## src/design/scdpwm_pkg.sv

```systemverilog
// ----------------------------------------------------------------------------
// scdpwm_pkg: shared types and constants for the swing clock divider
// Field widths, register indexes, reset values, the beat ratio table and the
// structs that travel between the timing, multiplier and beat blocks.
// ----------------------------------------------------------------------------
package scdpwm_pkg;

    // Fraction bits of the sample-domain fixed point
    localparam int FRAC_BITS_DEF = 16;

    // Register and field widths
    localparam int UNIT_W      = 32;
    localparam int RATIO_SEL_W = 5;
    localparam int SWING_W     = 16;
    localparam int PWIDTH_W    = 17;
    localparam int RST_LEN_W   = 16;
    localparam int CFG_DATA_W  = 32;
    localparam int CFG_IDX_W   = 3;

    // Beat ratio table: counts of 1/96 quarter notes
    localparam int RATIO_CNT_W = 13;

    // Beat period, phase and pulse length widths
    localparam int PER_W       = UNIT_W + RATIO_CNT_W;
    localparam int PH_W        = 48;
    localparam int PWIDTH_FRAC = 16;
    localparam int HIGH_W      = PER_W + PWIDTH_W - PWIDTH_FRAC;

    // Serial multiplier: PER_W multiplicand, widest fraction as multiplier
    localparam int MUL_B_W = PWIDTH_W;
    localparam int PROD_W  = PER_W + MUL_B_W;

    // Register indexes
    localparam logic [CFG_IDX_W-1:0] REG_UNIT_LENGTH     = 3'd0;
    localparam logic [CFG_IDX_W-1:0] REG_RATIO_SELECT    = 3'd1;
    localparam logic [CFG_IDX_W-1:0] REG_SWING_AMOUNT    = 3'd2;
    localparam logic [CFG_IDX_W-1:0] REG_PULSE_WIDTH     = 3'd3;
    localparam logic [CFG_IDX_W-1:0] REG_RESET_PULSE_LEN = 3'd4;

    // Register reset values
    localparam logic [UNIT_W-1:0]      UNIT_LENGTH_RST     = 32'd16384000;
    localparam logic [RATIO_SEL_W-1:0] RATIO_SELECT_RST    = 5'd15;
    localparam logic [SWING_W-1:0]     SWING_AMOUNT_RST    = 16'd0;
    localparam logic [PWIDTH_W-1:0]    PULSE_WIDTH_RST     = 17'd32768;
    localparam logic [RST_LEN_W-1:0]   RESET_PULSE_LEN_RST = 16'd48;

    typedef struct packed {
        logic [UNIT_W-1:0]      unit_length;
        logic [RATIO_SEL_W-1:0] ratio_select;
        logic [SWING_W-1:0]     swing_amount;
        logic [PWIDTH_W-1:0]    pulse_width;
        logic [RST_LEN_W-1:0]   reset_pulse_len;
    } cfg_t;

    // Beat timing derived from the registers, all in sample fixed point
    typedef struct packed {
        logic              valid;
        logic [PER_W-1:0]  period;
        logic [PER_W-1:0]  delay;
        logic [HIGH_W-1:0] high_len;
    } timing_t;

    typedef struct packed {
        logic               start;
        logic [PER_W-1:0]   a;
        logic [MUL_B_W-1:0] b;
    } mul_req_t;

    typedef struct packed {
        logic              done;
        logic [PROD_W-1:0] prod;
    } mul_rsp_t;

    typedef enum logic [1:0] {
        TM_IDLE,
        TM_PERIOD,
        TM_SWING,
        TM_WIDTH
    } tm_state_t;

    typedef enum logic [2:0] {
        BT_IDLE,
        BT_EDGE,
        BT_WRAP,
        BT_WRAP2,
        BT_FIRE,
        BT_PULSE,
        BT_DONE
    } bt_state_t;

    // Selections past the end of the table use the last entry
    function automatic logic [RATIO_CNT_W-1:0] ratio_count(input logic [RATIO_SEL_W-1:0] sel);
        logic [RATIO_CNT_W-1:0] cnt;
        case (sel)
            5'd0:    cnt = 13'd6144;
            5'd1:    cnt = 13'd3072;
            5'd2:    cnt = 13'd1536;
            5'd3:    cnt = 13'd768;
            5'd4:    cnt = 13'd384;
            5'd5:    cnt = 13'd288;
            5'd6:    cnt = 13'd192;
            5'd7:    cnt = 13'd144;
            5'd8:    cnt = 13'd128;
            5'd9:    cnt = 13'd96;
            5'd10:   cnt = 13'd72;
            5'd11:   cnt = 13'd64;
            5'd12:   cnt = 13'd48;
            5'd13:   cnt = 13'd36;
            5'd14:   cnt = 13'd32;
            5'd15:   cnt = 13'd24;
            5'd16:   cnt = 13'd18;
            5'd17:   cnt = 13'd16;
            5'd18:   cnt = 13'd12;
            5'd19:   cnt = 13'd9;
            5'd20:   cnt = 13'd8;
            5'd21:   cnt = 13'd6;
            default: cnt = 13'd3;
        endcase
        return cnt;
    endfunction

endpackage

```

## src/design/swing_clock_divider_pwm.sv

```systemverilog
// ----------------------------------------------------------------------------
// swing_clock_divider_pwm: tempo clock divider with swing and pulse width
// Each input word is one sample tick; each output word gives the clock, run
// and reset levels for that sample.
// ----------------------------------------------------------------------------
// While running, a sample word steps through the edge, wrap, fire, pulse and
// done states, with a second wrap state on a sample where the phase has
// reached the beat period and wraps, which happens at every beat boundary and
// after a period change; while stopped it goes from edge straight to done. The
// beat sequencer performs one 48-bit add or compare per cycle and takes no new
// word until the last has left the done state. The output word sits in a
// register, so the next word is taken while a result waits. After reset and
// after any register write, the period, swing delay and pulse length are
// rebuilt on a bit-serial multiplier, one multiplier bit per cycle, three
// products of at most 13, 16 and 17 bits; no sample word is accepted meanwhile.
// ----------------------------------------------------------------------------
module swing_clock_divider_pwm #(
    parameter int FRAC_BITS = scdpwm_pkg::FRAC_BITS_DEF
) (
    input  logic                                 aclk,
    input  logic                                 aresetn,
    input  logic                                 s_valid,
    output logic                                 s_ready,
    input  logic                                 s_run_level,
    input  logic                                 s_reset_level,
    output logic                                 m_valid,
    input  logic                                 m_ready,
    output logic                                 m_clock_out,
    output logic                                 m_run_out,
    output logic                                 m_reset_out,
    input  logic                                 cfg_we,
    input  logic [scdpwm_pkg::CFG_IDX_W-1:0]     cfg_idx,
    input  logic [scdpwm_pkg::CFG_DATA_W-1:0]    cfg_wdata
);
    import scdpwm_pkg::*;

    cfg_t    cfg_reg;
    timing_t timing;

    always_ff @(posedge aclk) begin
        if (!aresetn) begin
            cfg_reg.unit_length     <= UNIT_LENGTH_RST;
            cfg_reg.ratio_select    <= RATIO_SELECT_RST;
            cfg_reg.swing_amount    <= SWING_AMOUNT_RST;
            cfg_reg.pulse_width     <= PULSE_WIDTH_RST;
            cfg_reg.reset_pulse_len <= RESET_PULSE_LEN_RST;
        end else if (cfg_we) begin
            case (cfg_idx)
                REG_UNIT_LENGTH:     cfg_reg.unit_length     <= cfg_wdata[UNIT_W-1:0];
                REG_RATIO_SELECT:    cfg_reg.ratio_select    <= cfg_wdata[RATIO_SEL_W-1:0];
                REG_SWING_AMOUNT:    cfg_reg.swing_amount    <= cfg_wdata[SWING_W-1:0];
                REG_PULSE_WIDTH:     cfg_reg.pulse_width     <= cfg_wdata[PWIDTH_W-1:0];
                REG_RESET_PULSE_LEN: cfg_reg.reset_pulse_len <= cfg_wdata[RST_LEN_W-1:0];
                default: begin
                    // drop writes to unmapped indexes
                end
            endcase
        end
    end

    scdpwm_timing #(
        .FRAC_BITS (FRAC_BITS)
    ) u_timing (
        .aclk    (aclk),
        .aresetn (aresetn),
        .cfg     (cfg_reg),
        .cfg_we  (cfg_we),
        .timing  (timing)
    );

    scdpwm_beat #(
        .FRAC_BITS (FRAC_BITS)
    ) u_beat (
        .aclk            (aclk),
        .aresetn         (aresetn),
        .timing          (timing),
        .reset_pulse_len (cfg_reg.reset_pulse_len),
        .s_valid         (s_valid),
        .s_ready         (s_ready),
        .s_run_level     (s_run_level),
        .s_reset_level   (s_reset_level),
        .m_valid         (m_valid),
        .m_ready         (m_ready),
        .m_clock_out     (m_clock_out),
        .m_run_out       (m_run_out),
        .m_reset_out     (m_reset_out)
    );

    // a register write must block sample words until timing is rebuilt
    a_cfg_blocks_input: assert property (@(posedge aclk) disable iff (!aresetn)
        cfg_we |=> !s_ready)
        else $error("sample word accepted right after a register write");

    a_timing_drop_cause: assert property (@(posedge aclk) disable iff (!aresetn)
        $fell(timing.valid) |-> $past(cfg_we))
        else $error("timing went stale without a register write");

    a_one_word_in_flight: assert property (@(posedge aclk) disable iff (!aresetn)
        (s_valid && s_ready) |=> !s_ready)
        else $error("second sample word accepted while one is in flight");

    a_clock_needs_run: assert property (@(posedge aclk) disable iff (!aresetn)
        (m_valid && m_clock_out) |-> m_run_out)
        else $error("clock high on a stopped sample");

endmodule

```

## src/design/scdpwm_ser_mul.sv

```systemverilog
// ----------------------------------------------------------------------------
// scdpwm_ser_mul: bit-serial shift-add multiplier
// Consumes the multiplier one bit per cycle from a shift register, LSB first,
// and stops as soon as no set bits remain.
// ----------------------------------------------------------------------------
module scdpwm_ser_mul (
    input  logic                  aclk,
    input  logic                  aresetn,
    input  scdpwm_pkg::mul_req_t  req,
    output scdpwm_pkg::mul_rsp_t  rsp
);
    import scdpwm_pkg::*;

    logic               run_reg, run_next;
    logic [PROD_W-1:0]  a_reg, a_next;
    logic [MUL_B_W-1:0] b_reg, b_next;
    logic [PROD_W-1:0]  acc_reg, acc_next;

    always_comb begin
        run_next = run_reg;
        a_next   = a_reg;
        b_next   = b_reg;
        acc_next = acc_reg;
        if (req.start) begin
            run_next = 1'b1;
            a_next   = PROD_W'(req.a);
            b_next   = req.b;
            acc_next = '0;
        end else if (run_reg) begin
            if (b_reg == '0) begin
                run_next = 1'b0;
            end else begin
                if (b_reg[0]) begin
                    acc_next = acc_reg + a_reg;
                end
                a_next = a_reg << 1;
                b_next = b_reg >> 1;
            end
        end
    end

    always_ff @(posedge aclk) begin
        if (!aresetn) begin
            run_reg <= 1'b0;
        end else begin
            run_reg <= run_next;
        end
        a_reg   <= a_next;
        b_reg   <= b_next;
        acc_reg <= acc_next;
    end

    assign rsp.done = run_reg && (b_reg == '0);
    assign rsp.prod = acc_reg;

endmodule

```

## src/design/scdpwm_timing.sv

```systemverilog
// ----------------------------------------------------------------------------
// scdpwm_timing: beat period, swing delay and pulse length
// Recomputes the three products on the serial multiplier after reset and
// after every register write, and holds them for the beat sequencer.
// ----------------------------------------------------------------------------
module scdpwm_timing #(
    parameter int FRAC_BITS = scdpwm_pkg::FRAC_BITS_DEF
) (
    input  logic                 aclk,
    input  logic                 aresetn,
    input  scdpwm_pkg::cfg_t     cfg,
    input  logic                 cfg_we,
    output scdpwm_pkg::timing_t  timing
);
    import scdpwm_pkg::*;

    // Swing delay is kept in whole samples
    localparam int DLY_W   = PER_W - FRAC_BITS;
    localparam int DLY_LSB = SWING_W + FRAC_BITS;
    localparam int DLY_MSB = PER_W + SWING_W - 1;
    localparam int HI_MSB  = PER_W + PWIDTH_W - 1;

    tm_state_t         state_reg, state_next;
    logic              dirty_reg, dirty_next;
    logic [PER_W-1:0]  period_reg, period_next;
    logic [DLY_W-1:0]  delay_reg, delay_next;
    logic [HIGH_W-1:0] high_reg, high_next;
    mul_req_t          mreq;
    mul_rsp_t          mrsp;

    scdpwm_ser_mul u_mul (
        .aclk    (aclk),
        .aresetn (aresetn),
        .req     (mreq),
        .rsp     (mrsp)
    );

    always_comb begin
        state_next = state_reg;
        case (state_reg)
            TM_IDLE:   if (dirty_reg) state_next = TM_PERIOD;
            TM_PERIOD: if (mrsp.done) state_next = TM_SWING;
            TM_SWING:  if (mrsp.done) state_next = TM_WIDTH;
            TM_WIDTH:  if (mrsp.done) state_next = TM_IDLE;
            default:   state_next = TM_IDLE;
        endcase
    end

    always_comb begin
        mreq        = '0;
        dirty_next  = dirty_reg;
        period_next = period_reg;
        delay_next  = delay_reg;
        high_next   = high_reg;
        case (state_reg)
            TM_IDLE: begin
                if (dirty_reg) begin
                    mreq.start = 1'b1;
                    mreq.a     = PER_W'(cfg.unit_length);
                    mreq.b     = MUL_B_W'(ratio_count(cfg.ratio_select));
                    dirty_next = 1'b0;
                end
            end
            TM_PERIOD: begin
                // chain straight into the swing product
                if (mrsp.done) begin
                    period_next = mrsp.prod[PER_W-1:0];
                    mreq.start  = 1'b1;
                    mreq.a      = mrsp.prod[PER_W-1:0];
                    mreq.b      = MUL_B_W'(cfg.swing_amount);
                end
            end
            TM_SWING: begin
                if (mrsp.done) begin
                    delay_next = mrsp.prod[DLY_MSB:DLY_LSB];
                    mreq.start = 1'b1;
                    mreq.a     = period_reg;
                    mreq.b     = MUL_B_W'(cfg.pulse_width);
                end
            end
            TM_WIDTH: begin
                if (mrsp.done) begin
                    high_next = mrsp.prod[HI_MSB:PWIDTH_FRAC];
                end
            end
            default: begin
                dirty_next = 1'b1;
            end
        endcase
        if (cfg_we) begin
            dirty_next = 1'b1;
        end
    end

    always_ff @(posedge aclk) begin
        if (!aresetn) begin
            state_reg <= TM_IDLE;
            dirty_reg <= 1'b1;
        end else begin
            state_reg <= state_next;
            dirty_reg <= dirty_next;
        end
        period_reg <= period_next;
        delay_reg  <= delay_next;
        high_reg   <= high_next;
    end

    assign timing.valid    = (state_reg == TM_IDLE) && !dirty_reg;
    assign timing.period   = period_reg;
    assign timing.delay    = {delay_reg, {FRAC_BITS{1'b0}}};
    assign timing.high_len = high_reg;

endmodule

```

## src/design/scdpwm_beat.sv

```systemverilog
// ----------------------------------------------------------------------------
// scdpwm_beat: per-sample beat sequencer
// Steps one sample word through edge handling and, while running, phase wrap,
// fire test, pulse countdown and phase advance, one wide add or compare per cycle.
// ----------------------------------------------------------------------------
module scdpwm_beat #(
    parameter int FRAC_BITS = scdpwm_pkg::FRAC_BITS_DEF
) (
    input  logic                                aclk,
    input  logic                                aresetn,
    input  scdpwm_pkg::timing_t                 timing,
    input  logic [scdpwm_pkg::RST_LEN_W-1:0]    reset_pulse_len,
    input  logic                                s_valid,
    output logic                                s_ready,
    input  logic                                s_run_level,
    input  logic                                s_reset_level,
    output logic                                m_valid,
    input  logic                                m_ready,
    output logic                                m_clock_out,
    output logic                                m_run_out,
    output logic                                m_reset_out
);
    import scdpwm_pkg::*;

    localparam logic [PH_W-1:0]   ONE_PH = PH_W'(1) << FRAC_BITS;
    localparam logic [HIGH_W-1:0] ONE_HI = HIGH_W'(1) << FRAC_BITS;

    bt_state_t            state_reg, state_next;
    logic [PH_W-1:0]      phase_reg, phase_next;
    logic                 odd_reg, odd_next;
    logic [HIGH_W-1:0]    pulse_rem_reg, pulse_rem_next;
    logic [RST_LEN_W-1:0] rst_rem_reg, rst_rem_next;
    logic                 run_prev_reg, run_prev_next;
    logic                 rst_prev_reg, rst_prev_next;
    logic                 run_reg, run_next;
    logic                 rst_reg, rst_next;
    logic                 clk_reg, clk_next;
    logic                 m_valid_reg, m_valid_next;
    logic                 m_clock_reg, m_clock_next;
    logic                 m_run_reg, m_run_next;
    logic                 m_reset_reg, m_reset_next;

    logic                 accept;
    logic                 out_free;
    logic                 rise;
    logic [PH_W:0]        ph_minus_per;
    logic [PH_W-1:0]      dly_ph;
    logic [PH_W:0]        ph_minus_dly;
    logic                 fire;

    assign s_ready  = (state_reg == BT_IDLE) && timing.valid;
    assign accept   = s_valid && s_ready;
    assign out_free = !m_valid_reg || m_ready;
    assign rise     = (run_reg && !run_prev_reg) || (rst_reg && !rst_prev_reg);

    assign ph_minus_per = {1'b0, phase_reg} - {1'b0, PH_W'(timing.period)};
    assign dly_ph       = odd_reg ? PH_W'(timing.delay) : '0;
    assign ph_minus_dly = {1'b0, phase_reg} - {1'b0, dly_ph};
    // phase sits within one sample past the (possibly swung) beat point
    assign fire = !ph_minus_dly[PH_W] && (ph_minus_dly[PH_W-1:FRAC_BITS] == '0);

    always_comb begin
        state_next = state_reg;
        case (state_reg)
            BT_IDLE:  if (accept) state_next = BT_EDGE;
            BT_EDGE:  state_next = run_reg ? BT_WRAP : BT_DONE;
            BT_WRAP:  state_next = ph_minus_per[PH_W] ? BT_FIRE : BT_WRAP2;
            BT_WRAP2: state_next = BT_FIRE;
            BT_FIRE:  state_next = BT_PULSE;
            BT_PULSE: state_next = BT_DONE;
            BT_DONE:  if (out_free) state_next = BT_IDLE;
            default:  state_next = BT_IDLE;
        endcase
    end

    always_comb begin
        phase_next     = phase_reg;
        odd_next       = odd_reg;
        pulse_rem_next = pulse_rem_reg;
        rst_rem_next   = rst_rem_reg;
        run_prev_next  = run_prev_reg;
        rst_prev_next  = rst_prev_reg;
        run_next       = run_reg;
        rst_next       = rst_reg;
        clk_next       = clk_reg;
        m_valid_next   = m_valid_reg && !m_ready;
        m_clock_next   = m_clock_reg;
        m_run_next     = m_run_reg;
        m_reset_next   = m_reset_reg;
        case (state_reg)
            BT_IDLE: begin
                if (accept) begin
                    run_next = s_run_level;
                    rst_next = s_reset_level;
                end
            end
            BT_EDGE: begin
                run_prev_next = run_reg;
                rst_prev_next = rst_reg;
                clk_next      = 1'b0;
                if (rise) begin
                    if (reset_pulse_len > rst_rem_reg) begin
                        rst_rem_next = reset_pulse_len;
                    end
                    phase_next     = '0;
                    odd_next       = 1'b0;
                    pulse_rem_next = '0;
                end
            end
            BT_WRAP: begin
                if (!ph_minus_per[PH_W]) begin
                    phase_next = ph_minus_per[PH_W-1:0];
                    odd_next   = !odd_reg;
                end
            end
            BT_WRAP2: begin
                // still past the period after one wrap: restart the beat
                if (!ph_minus_per[PH_W]) begin
                    phase_next = '0;
                end
            end
            BT_FIRE: begin
                if (fire && (timing.high_len > pulse_rem_reg)) begin
                    pulse_rem_next = timing.high_len;
                end
            end
            BT_PULSE: begin
                if (pulse_rem_reg != '0) begin
                    clk_next       = 1'b1;
                    pulse_rem_next = (pulse_rem_reg > ONE_HI) ? (pulse_rem_reg - ONE_HI) : '0;
                end
                phase_next = phase_reg + ONE_PH;
            end
            BT_DONE: begin
                if (out_free) begin
                    m_valid_next = 1'b1;
                    m_clock_next = clk_reg;
                    m_run_next   = run_reg;
                    m_reset_next = (rst_rem_reg != '0);
                    if (rst_rem_reg != '0) begin
                        rst_rem_next = rst_rem_reg - 1'b1;
                    end
                end
            end
            default: begin
                clk_next = 1'b0;
            end
        endcase
    end

    always_ff @(posedge aclk) begin
        if (!aresetn) begin
            state_reg     <= BT_IDLE;
            phase_reg     <= '0;
            odd_reg       <= 1'b0;
            pulse_rem_reg <= '0;
            rst_rem_reg   <= '0;
            run_prev_reg  <= 1'b0;
            rst_prev_reg  <= 1'b0;
            m_valid_reg   <= 1'b0;
        end else begin
            state_reg     <= state_next;
            phase_reg     <= phase_next;
            odd_reg       <= odd_next;
            pulse_rem_reg <= pulse_rem_next;
            rst_rem_reg   <= rst_rem_next;
            run_prev_reg  <= run_prev_next;
            rst_prev_reg  <= rst_prev_next;
            m_valid_reg   <= m_valid_next;
        end
        run_reg     <= run_next;
        rst_reg     <= rst_next;
        clk_reg     <= clk_next;
        m_clock_reg <= m_clock_next;
        m_run_reg   <= m_run_next;
        m_reset_reg <= m_reset_next;
    end

    assign m_valid     = m_valid_reg;
    assign m_clock_out = m_clock_reg;
    assign m_run_out   = m_run_reg;
    assign m_reset_out = m_reset_reg;

endmodule
```

## config.mk

```make
export PLATFORM = sky130hd
export DESIGN_NAME = swing_clock_divider_pwm
export DESIGN_NICKNAME = d
export VERILOG_FILES = /design/src/design/scdpwm_pkg.sv /design/src/design/swing_clock_divider_pwm.sv /design/src/design/scdpwm_ser_mul.sv /design/src/design/scdpwm_timing.sv /design/src/design/scdpwm_beat.sv
export SDC_FILE = /design/constraint.sdc
export NUM_CORES = 1
export LEC_CHECK = 0
export ABC_AREA = 1
export BUFFER_PORTS_ARGS = -buffer_cell sky130_fd_sc_hd__buf_4
export CAP_MARGIN = 20
export CORE_MARGIN = 10
export CORE_UTILIZATION = 53
export CTS_CLUSTER_DIAMETER = 60
export CTS_CLUSTER_SIZE = 20
export DETAILED_ROUTE_END_ITERATION = 8
export PLACE_DENSITY_LB_ADDON = 0.3
export SLEW_MARGIN = 5
export SYNTH_ARGS = -nofsm -noshare
export SYNTH_HDL_FRONTEND = slang
export SYNTH_SLANG_ARGS = --single-unit
```

## constraint.sdc

```tcl
create_clock -name aclk -period 11.6 [get_ports aclk]
set_clock_uncertainty 0.05 [all_clocks]
set_input_delay 1.16 -clock aclk [delete_from_list [all_inputs] [get_ports aclk]]
set_output_delay 1.16 -clock aclk [all_outputs]
set_load 0.005 [all_outputs]
```

Yosys cells after proc, flatten, opt, wreduce, memory -nomap -nowiden --
Memory sizes are Yosys's and may differ from the RTL's. A register that Yosys moved wholly into a read port is not among the register bits. Cells that the tools add are included.
Word-level totals: register bits after elaboration 474, latch bits 0, bits in writable memories 0, memory bits (read-only) 416, output and inout bits 5, memories kept 1
Memory list:
- (no name shown) | depth 32, width 13, read ports 1, clocked after memory_dff 1, write ports 0, line scdpwm_pkg.sv:94 | case (sel)
Operators by class: add/subtract/negate cells 6, multipliers 0, div/mod/pow operators 0, order comparisons 3, equality and inequality tests 27, shift operators 0, mux-type cells 47, bitwise gates (word level) 3, reduce and logical (&&, ||, !) cells 52
Operators by type and width (count):
- $pmux 48 s4 | 1
- $mux 63 | 3
- $pmux 63 s3 | 1
- $mux 46 | 4
- $mux 45 | 4
- $mux 48 | 3
- $pmux 46 s3 | 1
- $mux 16 | 4
- $add 62x62->62 | 1
- $mux 17 | 3
- $sub 48x45->49 | 1
- $sub 48x48->49 | 1
- $add 48x17->48 const B | 1
- $gt 46x17->1 const B | 1
- $gt 46x46->1 | 1
- $reduce_bool 46->1 | 1
- $sub 46x17->46 const B | 1
- $logic_not 32->1 | 1
- $pmux 16 s2 | 1
- $reduce_and 2->1 | 14
- $ne 2x1->1 const B | 12
- $pmux 3 s7 | 1
- $logic_not 17->1 | 1
- $gt 16x16->1 | 1
- 28 further kinds | 75

Longest topological paths before layout --
Gate-level depths: netlist of the first run.
depth after elaboration 7, depth in mapped cells 25

By module --
Synthesis of the first run repeated with hierarchy kept, for this count alone.
Unflattened totals: cells, all modules 5658, area, all modules 36047.1 µm²
Modules (own cells, without submodules):
- scdpwm_beat | times used 1, cells each 2769, area each 15653.8 µm²
- scdpwm_ser_mul | times used 1, cells each 1840, area each 11180.7 µm²
- scdpwm_timing | times used 1, cells each 553, area each 5684.2 µm²
- swing_clock_divider_pwm | times used 1, cells each 496, area each 3528.4 µm²

Worst setup path before layout of the first run --
Ideal clock, no wire load.
path type reg-to-reg, start point register u_timing.u_mul.b_reg[3], end point register u_timing.u_mul.a_reg[0], enable pin, library setup time 0.421 ns, arrival 3.226 ns, required time 11.129 ns, path slack 7.902 ns, stages on the path, launching flop included 14, path buffers 2, clock period less this slack 3.698 ns, cell sequence edfxtp_1 nor4_1 nand2_1 nor3_1 nand2_1 nor2_1 inv_2 nor2_2 inv_2 nand3_1 nand2_1 buf_2 clkbuf_1 nand2_1
Between the ends: longest elaborated chain between the ends 6
Ends and longest elaborated chain:
- start: declaration | line scdpwm_ser_mul.sv:16 | logic [MUL_B_W-1:0] b_reg, b_next;
- start signal: assignment | line scdpwm_ser_mul.sv:49 | b_reg <= b_next;
- $logic_not 17->1 (*) | line scdpwm_ser_mul.sv:30, scdpwm_ser_mul.sv:53
- $logic_and 1x1->1 | line scdpwm_ser_mul.sv:53 | assign rsp.done = run_reg && (b_reg == '0);
- $mux 63, on equally long branches | line scdpwm_timing.sv:74, scdpwm_timing.sv:66
- $pmux 63 s3 | line scdpwm_timing.sv:55 | case (state_reg)
- $ne 2x1->1 (no source line) or $reduce_bool 2->1 (tied branches)
- $reduce_and 2->1 (no source line) (*)
- end signal: assignment | line scdpwm_ser_mul.sv:48 | a_reg <= a_next;
- end: declaration | line scdpwm_ser_mul.sv:15 | logic [PROD_W-1:0] a_reg, a_next;
Every way passes the cells marked *; elsewhere a longest branch is shown, timed or not. A chain may end at the register's enable or synchronous reset.

Worst setup path in the final report of the first run --
start point register u_timing.period_reg[0], end point register u_beat.phase_reg[14]
Between the ends: longest elaborated chain between the ends 3
Ends and longest elaborated chain:
- start: declaration | line scdpwm_timing.sv:25 | logic [PER_W-1:0] period_reg, period_next;
- start signal: assignment | line scdpwm_timing.sv:103 | period_reg <= period_next;
- $sub 48x45->49 (*) | line scdpwm_beat.sv:56 | assign ph_minus_per = {1'b0, phase_reg} - {1'b0, PH_W'(timing.period)};
- $mux 48 or $ne 2x2->1 (tied branches)
- $pmux 48 s4 or $reduce_and 4->1 (tied branches)
- end signal: assignment | line scdpwm_beat.sv:163 | phase_reg <= phase_next;
- end: declaration | line scdpwm_beat.sv:29 | logic [PH_W-1:0] phase_reg, phase_next;
Every way passes the cells marked *; elsewhere a longest branch is shown, timed or not. The select of a mux whose other input is x is not followed.

==> flow_summary.toml, run 1 <==
[cells_and_area]
drive_gt1_share_pct = 5.941
area_delta_synth_final_pct = 8.041
largest_register_ffs = 86
utilization_pct = 57.71
layout_commonest_cell = "nand2_1"
diodes = 0
nNetsFinal = 4835
final_cell_mix = "nand2_1, nor2_1, inv_1"
fin_cells = 5394

[pwr]
power_frac_clock_pct = 15.1
seqPwrFrac_pct = 26.4
power.switching_mw = 5.547
pwr-share-comb_pct = 58.5
peakVddDrop_mv = 0.1339
p_total_mw = 10.71
p_leak_nw = 15.49
p_int_mw = 5.165
pwr_density_cell_mw_per_mm2 = 308.1
switching_share_pct = 51.78

[critical_path]
path_buf_inv = 2
worstPathRequired_ps = 12070
cp_max_fo = 32
critPathLaunchType = "register"
crit_family = "simple AND/OR/NAND/NOR gates"
crit_type = "register to register"
rrSetupSlack_ps = 7380
cp-startpoint = "u_timing.period_reg[0]"
cp-end-kind = "register"
crit_path_frequent_cell = "nand2_1"
critPathMaxStageDelay_ps = 640
worstReg2RegStart = "u_timing.period_reg[0]"
arrival_ps = 4690
path_cells = "ha_1 -> inv_1 -> fa_1 -> nand2_1 -> o21ai_2 -> a21oi_1 -> o21ai_1 -> nand2_1 -> nand2_2 -> nand2_2 -> nand3_1 -> nand2_1 -> nor2_4 -> nand2_1 -> inv_2 -> nand2_1 -> nand2_1 -> nor2_1"
crit_path_top_delay_cell = "nor2_4"

[synth]
ys_async_sr_fraction_pct = 0
yosysSeqAreaShare_pct = 36.15
syn_area_mm2 = 0.03218
yosys_warnings = 0
synth_cell_types = 62
syn_area_per_cell_um2 = 7.011
synth_enable_flop_cells = 188
synthFlopType = "dfxtp_1"
syn_inst = 4590
syn_nets = 4849
synth-seq-cells = 487

[cts]
cts_max_level = 2
clockBufferDepth = 3
numCtsBuffers = 44
tritoncts = "done"
clk_pin_slew_ps = 80
cts_sinks = 487
post_cts_buffers = 0
cts_root_buffer = "clkbuf_16"
ctsResizeCount = 0
clock_latency_ps = 630
cts-hold-fix-buffers = 0

[timing]
grt_setup_unrepaired = "no"
slew_headroom_pct = 25.96
finalCritPeriodShare_pct = 36.36
maxClockFrequency_mhz = 237.1
hold_violations = 0
drv_slew = 0
fin_crit_ps = 4217
setup_viol = 0
tns_ps = 0
worst_slew_pin_slew_ps = 1111

[die]
start_util_pct = 53.41
io_pins = 47
die_area_mm2 = 0.07097
rows = 90
core_region_area_mm2 = 0.06025
die_y_um = 266.4
die_width_um = 266.4

[worst_hold_path]
min_path_type = "register to register"
hp-start = "cfg_reg[18]"

[placement]
globalplace.congestion = 0.9949
dp_cells = 5312
hpwl_mm = 76.01
port_buffers = 46

[grt]
first_global_vias = 28170
grt_max_degree = 94
antenna_found_initial = 5
grt_pass1_wl_mm = 157.2
grt.total_usage_pct = 27.69
gr-total-overflow = 0

[detailed_routing]
drt-initial-drc-count = 3474
wirelength_mm = 100.8
route.detailed.drc = 0
drt-pass1-iter-count = 8
wl_per_cell_um = 18.69
vias = 30860
detail-route-antenna-nets = 0
viasPerCell = 5.721

[job]
cap_violations = 0

[run_status]
status = "completed"
-- layer usage --
layer	track usage, %	up-vias	routed length (um)
li1	-	15150	-
met1	39.49	14230	45390
met5	0	-	23
met2	42.36	1304	43430
met4	9.280	4	3110
met3	3.856	177	8885
-- per-stage QoR --
step	area [um^2]	hold WS, ps	setup slack [ps]
finish	34770	397.7	7383
global route	34770	417.3	7034
global placement	33150	376.4	7547
CTS	34770	399.1	7451
floorplan	32180	350.3	7902
detailed placement	33160	386.0	7465
-- area by class of cell --
class,count,area [um^2]
repair buffers,69,518.0
flip-flops and latches,487,11630
clock buffers,53,1219
inverters,669,2515
well taps,782,978.4
clock inverters,29,390.4
fillers,5780,25480
multi-input cells,3305,17510
-- tightest hold or removal path, delay by kind of cell, from the launching register on --
family	cells	cell delay, ps
buf+inv	1	50
compound gates	1	50
flops	1	310
-- final timing paths --
check,to,depth (start not counted)
worst max-delay path,u_beat.phase_reg[14],18
worst min-delay path,cfg_reg[18],2
worst max register to register,u_beat.phase_reg[14],18
worst min register to register,cfg_reg[18],2
-- cell usage after synthesis (all sizes together) (11+ instances only) --
library cell	count	share of area, %
a211oi	12	0.30
a21o	20	0.47
a21oi	310	4.8
a221oi	17	0.46
a22oi	26	0.61
a31oi	40	0.78
a41oi	19	0.52
buf	34	0.66
clkbuf	95	1.1
dfxtp	299	19
edfxtp	188	18
ha	214	8.3
inv	664	7.8
nand2	994	12
nand3	169	2.7
nand4	58	1.2
nor2	675	8.1
nor3	55	0.93
nor4	19	0.37
o211ai	25	0.58
o21ai	434	6.8
o21bai	36	0.84
o22ai	11	0.21
or2	20	0.39
xnor2	26	0.71
xor2	57	1.6
-- power by group through the flow --
stage               clock, mW  combinational (mW)  sequential (mW)
CTS                      1.63                6.16             2.81
detailed placement          0                6.11             2.84
floorplan                   0                4.73             2.61
global route             1.70                7.03             2.86
finish                   1.62                6.27             2.83
global placement            0                6.05             2.84
-- kinds of logic (layout without fill, tap and decap cells) --
| family | Yosys count | in the layout | synth area share [%] |
|---|---|---|---|
| flops | 487 | 487 | 36.15 |
| fa+ha+maj | 217 | 217 | 8.508 |
| mux | 1 | 1 | 0.03111 |
| xor+xnor | 83 | 83 | 2.259 |
| compound gates | 989 | 989 | 17.36 |
| simple gates | 2015 | 2015 | 26.11 |
| buf+inv | 798 | 820 | 9.585 |
Note: power is estimated with default switching activity, not from simulation.
==> run 2, diff against run 1 <==
clock period = 3.43 ns   (was 11.6 ns; I/O delays follow)
==> run 2 against run 1 <==
Utilization increased by 1.4 points. Clock power increased to 3.2 times the previous value. Routed wire length decreased by 2.7%. Total power increased to 3.4 times the previous value. Via count decreased by 0.28%. Highest routed layer is now met4.
==> flow_summary.toml, run 2 (synthesized netlist as in run 1, its figures left out) <==
[placement]
globalplace.congestion = 1.008
port_buffers = 46
hpwl_mm = 74.23
dpl_cell_area_mm2 = 0.03357

[die]
rows = 90
core_region_area_mm2 = 0.06025
die_width_um = 266.4
io_pins = 47
die_y_um = 266.4
start_util_pct = 53.41
die_area_mm2 = 0.07097

[pwr]
pwr_density_cell_mw_per_mm2 = 1026
peakVddDrop_mv = 0.5400
p_leak_nw = 15.86

[cells_and_area]
nNetsFinal = 4911
fillers = 5598
final_cell_mix = "nand2_1, nor2_1, inv_1"
diodes = 0
largest_register_ffs = 86
layout_commonest_cell = "nand2_1"
design_area_mm2 = 0.03559
area_delta_synth_final_pct = 10.59
drive_gt1_share_pct = 7.149

[grt]
first_global_vias = 28080
antenna_found_initial = 4
gr-total-overflow = 0
grt_pass1_wl_mm = 152.5
grt_max_degree = 150
grt.total_usage_pct = 26.86

[cts]
clockBufferDepth = 3
tritoncts = "done"
cts_sinks = 487
cts_root_buffer = "clkbuf_16"
clk_pin_slew_ps = 70
cts_max_level = 2
numCtsBuffers = 42
clock_latency_ps = 620

[critical_path]
r2r-end = "u_beat.pulse_rem_reg[27]"
cp-end-kind = "register"
ff2ff_path_depth = 19
cp_max_fo = 25
rrSetupSlack_ps = 170
critPathLaunchType = "register"
worstPathRequired_ps = 3860
crit_type = "register to register"
worstReg2RegStart = "u_beat.odd_reg"
arrival_ps = 3690

[detailed_routing]
top_layer = "met4"
wl_met2_mm = 42.61
drt-initial-drc-count = 3002
route.detailed.drc = 0
met3_length_mm = 8.756
drt-pass1-iter-count = 7
m1WireLength_mm = 42.79
vias = 30780
wl_per_cell_um = 17.94
viasPerCell = 5.628
wirelength_mm = 98.11
detail-route-antenna-nets = 0

[worst_hold_path]
min_path_cells = 3
hp-start = "cfg_wdata[4]"
min_path_type = "input pin to register"
worstHoldEndpoint = "cfg_reg[4]"

[run_status]
status = "completed"

[timing]
finalCritPeriodShare_pct = 95.02
setup_viol = 0
hold_violations = 0
drv_slew = 0
fin_crit_ps = 3259
maxClockFrequency_mhz = 306.8
hold_ws_ps = 27.62
worst_slew_pin_slew_ps = 837.2
slew_headroom_pct = 44.10

[job]
cap_violations = 0
run 2: area by class of cell:
| class | instances | area [um^2] | area share, % |
|---|---|---|---|
| clock buffers | 49 | 1109 | 3.115 |
| clock inverters | 29 | 391.6 | 1.100 |
| inverters | 669 | 2522 | 7.088 |
| multi-input cells | 3305 | 17640 | 49.57 |
| flip-flops and latches | 487 | 11630 | 32.69 |
| well taps | 782 | 978.4 | 2.749 |
| repair buffers | 147 | 1311 | 3.685 |
run 2: what timing repair did:
action | in CTS | in global routing
setup endpoints to repair | 3 | 107
endpoints found under the hold margin | 51 | 0
setup buffers | 1 | 3
gates resized for setup | 0 | 37
hold buffers | 30 | 0
cloned | 0 | 1
run 2: report_power, final:
part,switching [mW],internal [mW],total [mW]
Sequential,1.63,7.83,9.46
Clock,2.56,2.63,5.19
Combinational,14.5,7.40,21.8
Total,18.6,17.9,36.5
run 2: per-stage QoR:
stage / setup TNS (ps) / power [mW] / std cells / setup WS (ps) / util (%)
global route: -51.78 / 39.70 / 5468 / -23.57 / 59.07
CTS: 0 / 35.78 / 5464 / 1.924 / 58.74
global placement: -31.25 / 30.26 / 5355 / -21.09 / 55.72
detailed placement: -23.93 / 30.45 / 5355 / -11.65 / 55.72
finish: 0 / 36.50 / 5468 / 170.9 / 59.07
floorplan: 0 / 24.81 / 4590 / 296.7 / -
run 2: worst max path at each step:
stage,start,to,slack [ps],cells after the start
4_1_cts,u_beat.odd_reg,u_beat.pulse_rem_reg[20],2,19
3_3_place_gp,u_beat.odd_reg,u_beat.pulse_rem_reg[4],-20,19
5_1_grt,u_beat.odd_reg,u_beat.pulse_rem_reg[39],-20,20
3_5_place_dp,u_beat.odd_reg,u_beat.pulse_rem_reg[0],-10,19
2_1_floorplan,u_timing.u_mul.b_reg[3],u_timing.u_mul.a_reg[0],300,13
6_report,u_beat.odd_reg,u_beat.pulse_rem_reg[27],170,19
run 2: metal layers:
layer | vias up | track usage, %
met3 | 180 | 5.273
met4 | 0 | 10.36
met1 | 14100 | 36.56
li1 | 15280 | -
met2 | 1214 | 41.44
met5 | - | 0
run 2: critical path, stage by stage, from the launching register on:
cell      delay, ps
dfxtp_4         400
buf_12          150
nand2_1          60
ha_1            400
nand2_1         160
nor2_2          200
nand2_1         120
clkinv_1         90
nand3_1         130
nand4_1         110
nand2_1          60
nor2_1          170
nand2_1          80
nor2_1          180
nand4_4         160
nand2_4         140
nand2_8         110
buf_12          190
o21ai_1         130
nor2_1           50
==> run 3, diff against run 2 <==
CELL_PAD_IN_SITES_DETAIL_PLACEMENT = 1   (was not set)
CELL_PAD_IN_SITES_GLOBAL_PLACEMENT = 2   (was not set)
CORE_UTILIZATION = 34   (was 53)
==> run 3 against run 2 <==
Clock power grew 15%. Non-clock buffer count grew 98. Sequential share of layout area shrank 2.0 points. Clock-buffer cell count grew 4. Utilization shrank 19 points. Largest power group unchanged.
==> flow_summary.toml, run 3 (synthesized netlist as in run 1, its figures left out) <==
[worst_hold_path]
min_path_cells = 3
min_path_type = "input pin to register"
hp-start = "cfg_wdata[0]"

[pwr]
p_total_mw = 40.37
peakVddDrop_mv = 0.5479
p_leak_nw = 16.61
pwr_density_cell_mw_per_mm2 = 1064

[critical_path]
cp-end-kind = "register"
arrival_ps = 3790
crit_type = "register to register"
cp_max_fo = 8
cp-startpoint = "u_beat.odd_reg"
critPathLaunchType = "register"
worstReg2RegStart = "u_beat.odd_reg"
ff2ff_path_depth = 24
worstPathRequired_ps = 3960

[die]
rows = 112
core_region_area_mm2 = 0.09361
die_width_um = 327.6
start_util_pct = 34.38
io_pins = 47
die_area_mm2 = 0.1073
die_y_um = 327.6

[detailed_routing]
wl_per_cell_um = 20.29
wirelength_mm = 122.9
route.detailed.drc = 0
vias = 31030
drt-initial-drc-count = 1707
drt-pass1-iter-count = 6
viasPerCell = 5.123
detail-route-antenna-nets = 0

[timing]
maxClockFrequency_mhz = 306.6
tns_ps = 0
hold_violations = 0
finalCritPeriodShare_pct = 95.10
setup_ws_ps = 168.0
setup_viol = 0
slew_headroom_pct = 42.47
fin_crit_ps = 3262
drv_slew = 0
worst_slew_pin_slew_ps = 856.3

[grt]
first_global_vias = 31690
antenna_found_initial = 4
gr-total-overflow = 0
grt_pass1_wl_mm = 187.6
grt.total_usage_pct = 22.12
grt_max_degree = 79

[cts]
cts_sinks = 487
cts_max_level = 2
clockBufferDepth = 3
clk_pin_slew_ps = 80
cts_root_buffer = "clkbuf_16"
tritoncts = "done"
clock_latency_ps = 650
numCtsBuffers = 51

[placement]
port_buffers = 46
globalplace.congestion = 0.8992
dp_slack_ps = -232.4
hpwl_mm = 96.55

[cells_and_area]
drive_gt1_share_pct = 11.18
largest_register_ffs = 86
layout_commonest_cell = "nand2_1"
fillers = 11830
area_delta_synth_final_pct = 17.93
final_cell_mix = "nand2_1, nor2_1, inv_1"
nNetsFinal = 5018
utilization_pct = 40.54

[run_status]
status = "completed"

[job]
cap_violations = 0
run 3: worst paths after layout:
kind | to | slack [ps]
max | u_beat.pulse_rem_reg[3] | 170
min | cfg_reg[54] | 50
max reg2reg | u_beat.pulse_rem_reg[3] | 170
min reg2reg | cfg_reg[17] | 400
run 3: power by group:
group / internal [mW] / total, mW / switching (mW) / leakage, nW
Clock: 3.04 / 5.99 / 2.95 / 0.864
Combinational: 8.77 / 25.0 / 16.2 / 11.5
Sequential: 7.83 / 9.41 / 1.58 / 4.23
Total: 19.6 / 40.4 / 20.7 / 16.6
run 3: critical path, stage by stage (launching register included):
cell       delay, ps
dfxtp_4          390
clkbuf_16        170
nand2_2           60
inv_2             40
ha_4             160
fa_2             370
inv_2            100
nand3_2          100
nand3_4           90
nand2_1           70
nand2_2          120
nand3_2           80
nand4_1           80
nand2_1           60
nor2_1            90
nand2_1           70
nor2_2           140
nand4_4          180
nand2_4          170
buf_12           120
nand3_4           90
clkbuf_16        220
nand2_1           60
inv_1             40
nor2_1            80
run 3: stage by stage:
| step | std cells | hold slack [ps] | area [um^2] |
|---|---|---|---|
| finish | 6057 | 54.29 | 37950 |
| global route | 6056 | 61.57 | 37950 |
| CTS | 6040 | 0.7646 | 37040 |
| detailed placement | 5906 | 387.6 | 34840 |
| global placement | 5905 | 382.3 | 34840 |
| floorplan | 4590 | 350.3 | 32180 |
run 3: final cells by class:
type	count	area (um^2)	share of cell area, %
Antenna cell	1	2.502	0.006594
Clock buffer	53	1305	3.439
Clock inverter	43	485.5	1.279
Inverter	669	2520	6.641
Multi-Input combinational cell	3305	18210	47.99
Sequential cell	487	11630	30.66
Tap cell	1254	1569	4.135
Timing Repair Buffer	245	2218	5.846
run 3: timing repair:
item | in CTS | in global routing
pin swaps | 1 | 34
resized for setup | 4 | 146
cloned | 0 | 6
buffers inserted | 1 | 10
setup endpoints to repair | 52 | 88
hold buffers | 37 | 0
hold endpoints to repair | 73 | 0
run 3: metal layers:
metal / vias to the layer above / global-route usage [%] / part of all wire [%]
li1: 15500 / - / -
met1: 15000 / 29.46 / 47
met2: 385 / 37.95 / 47
met3: 143 / 1.923 / 3.0
met4: 0 / 6.070 / 3.0
met5: - / 0 / 0
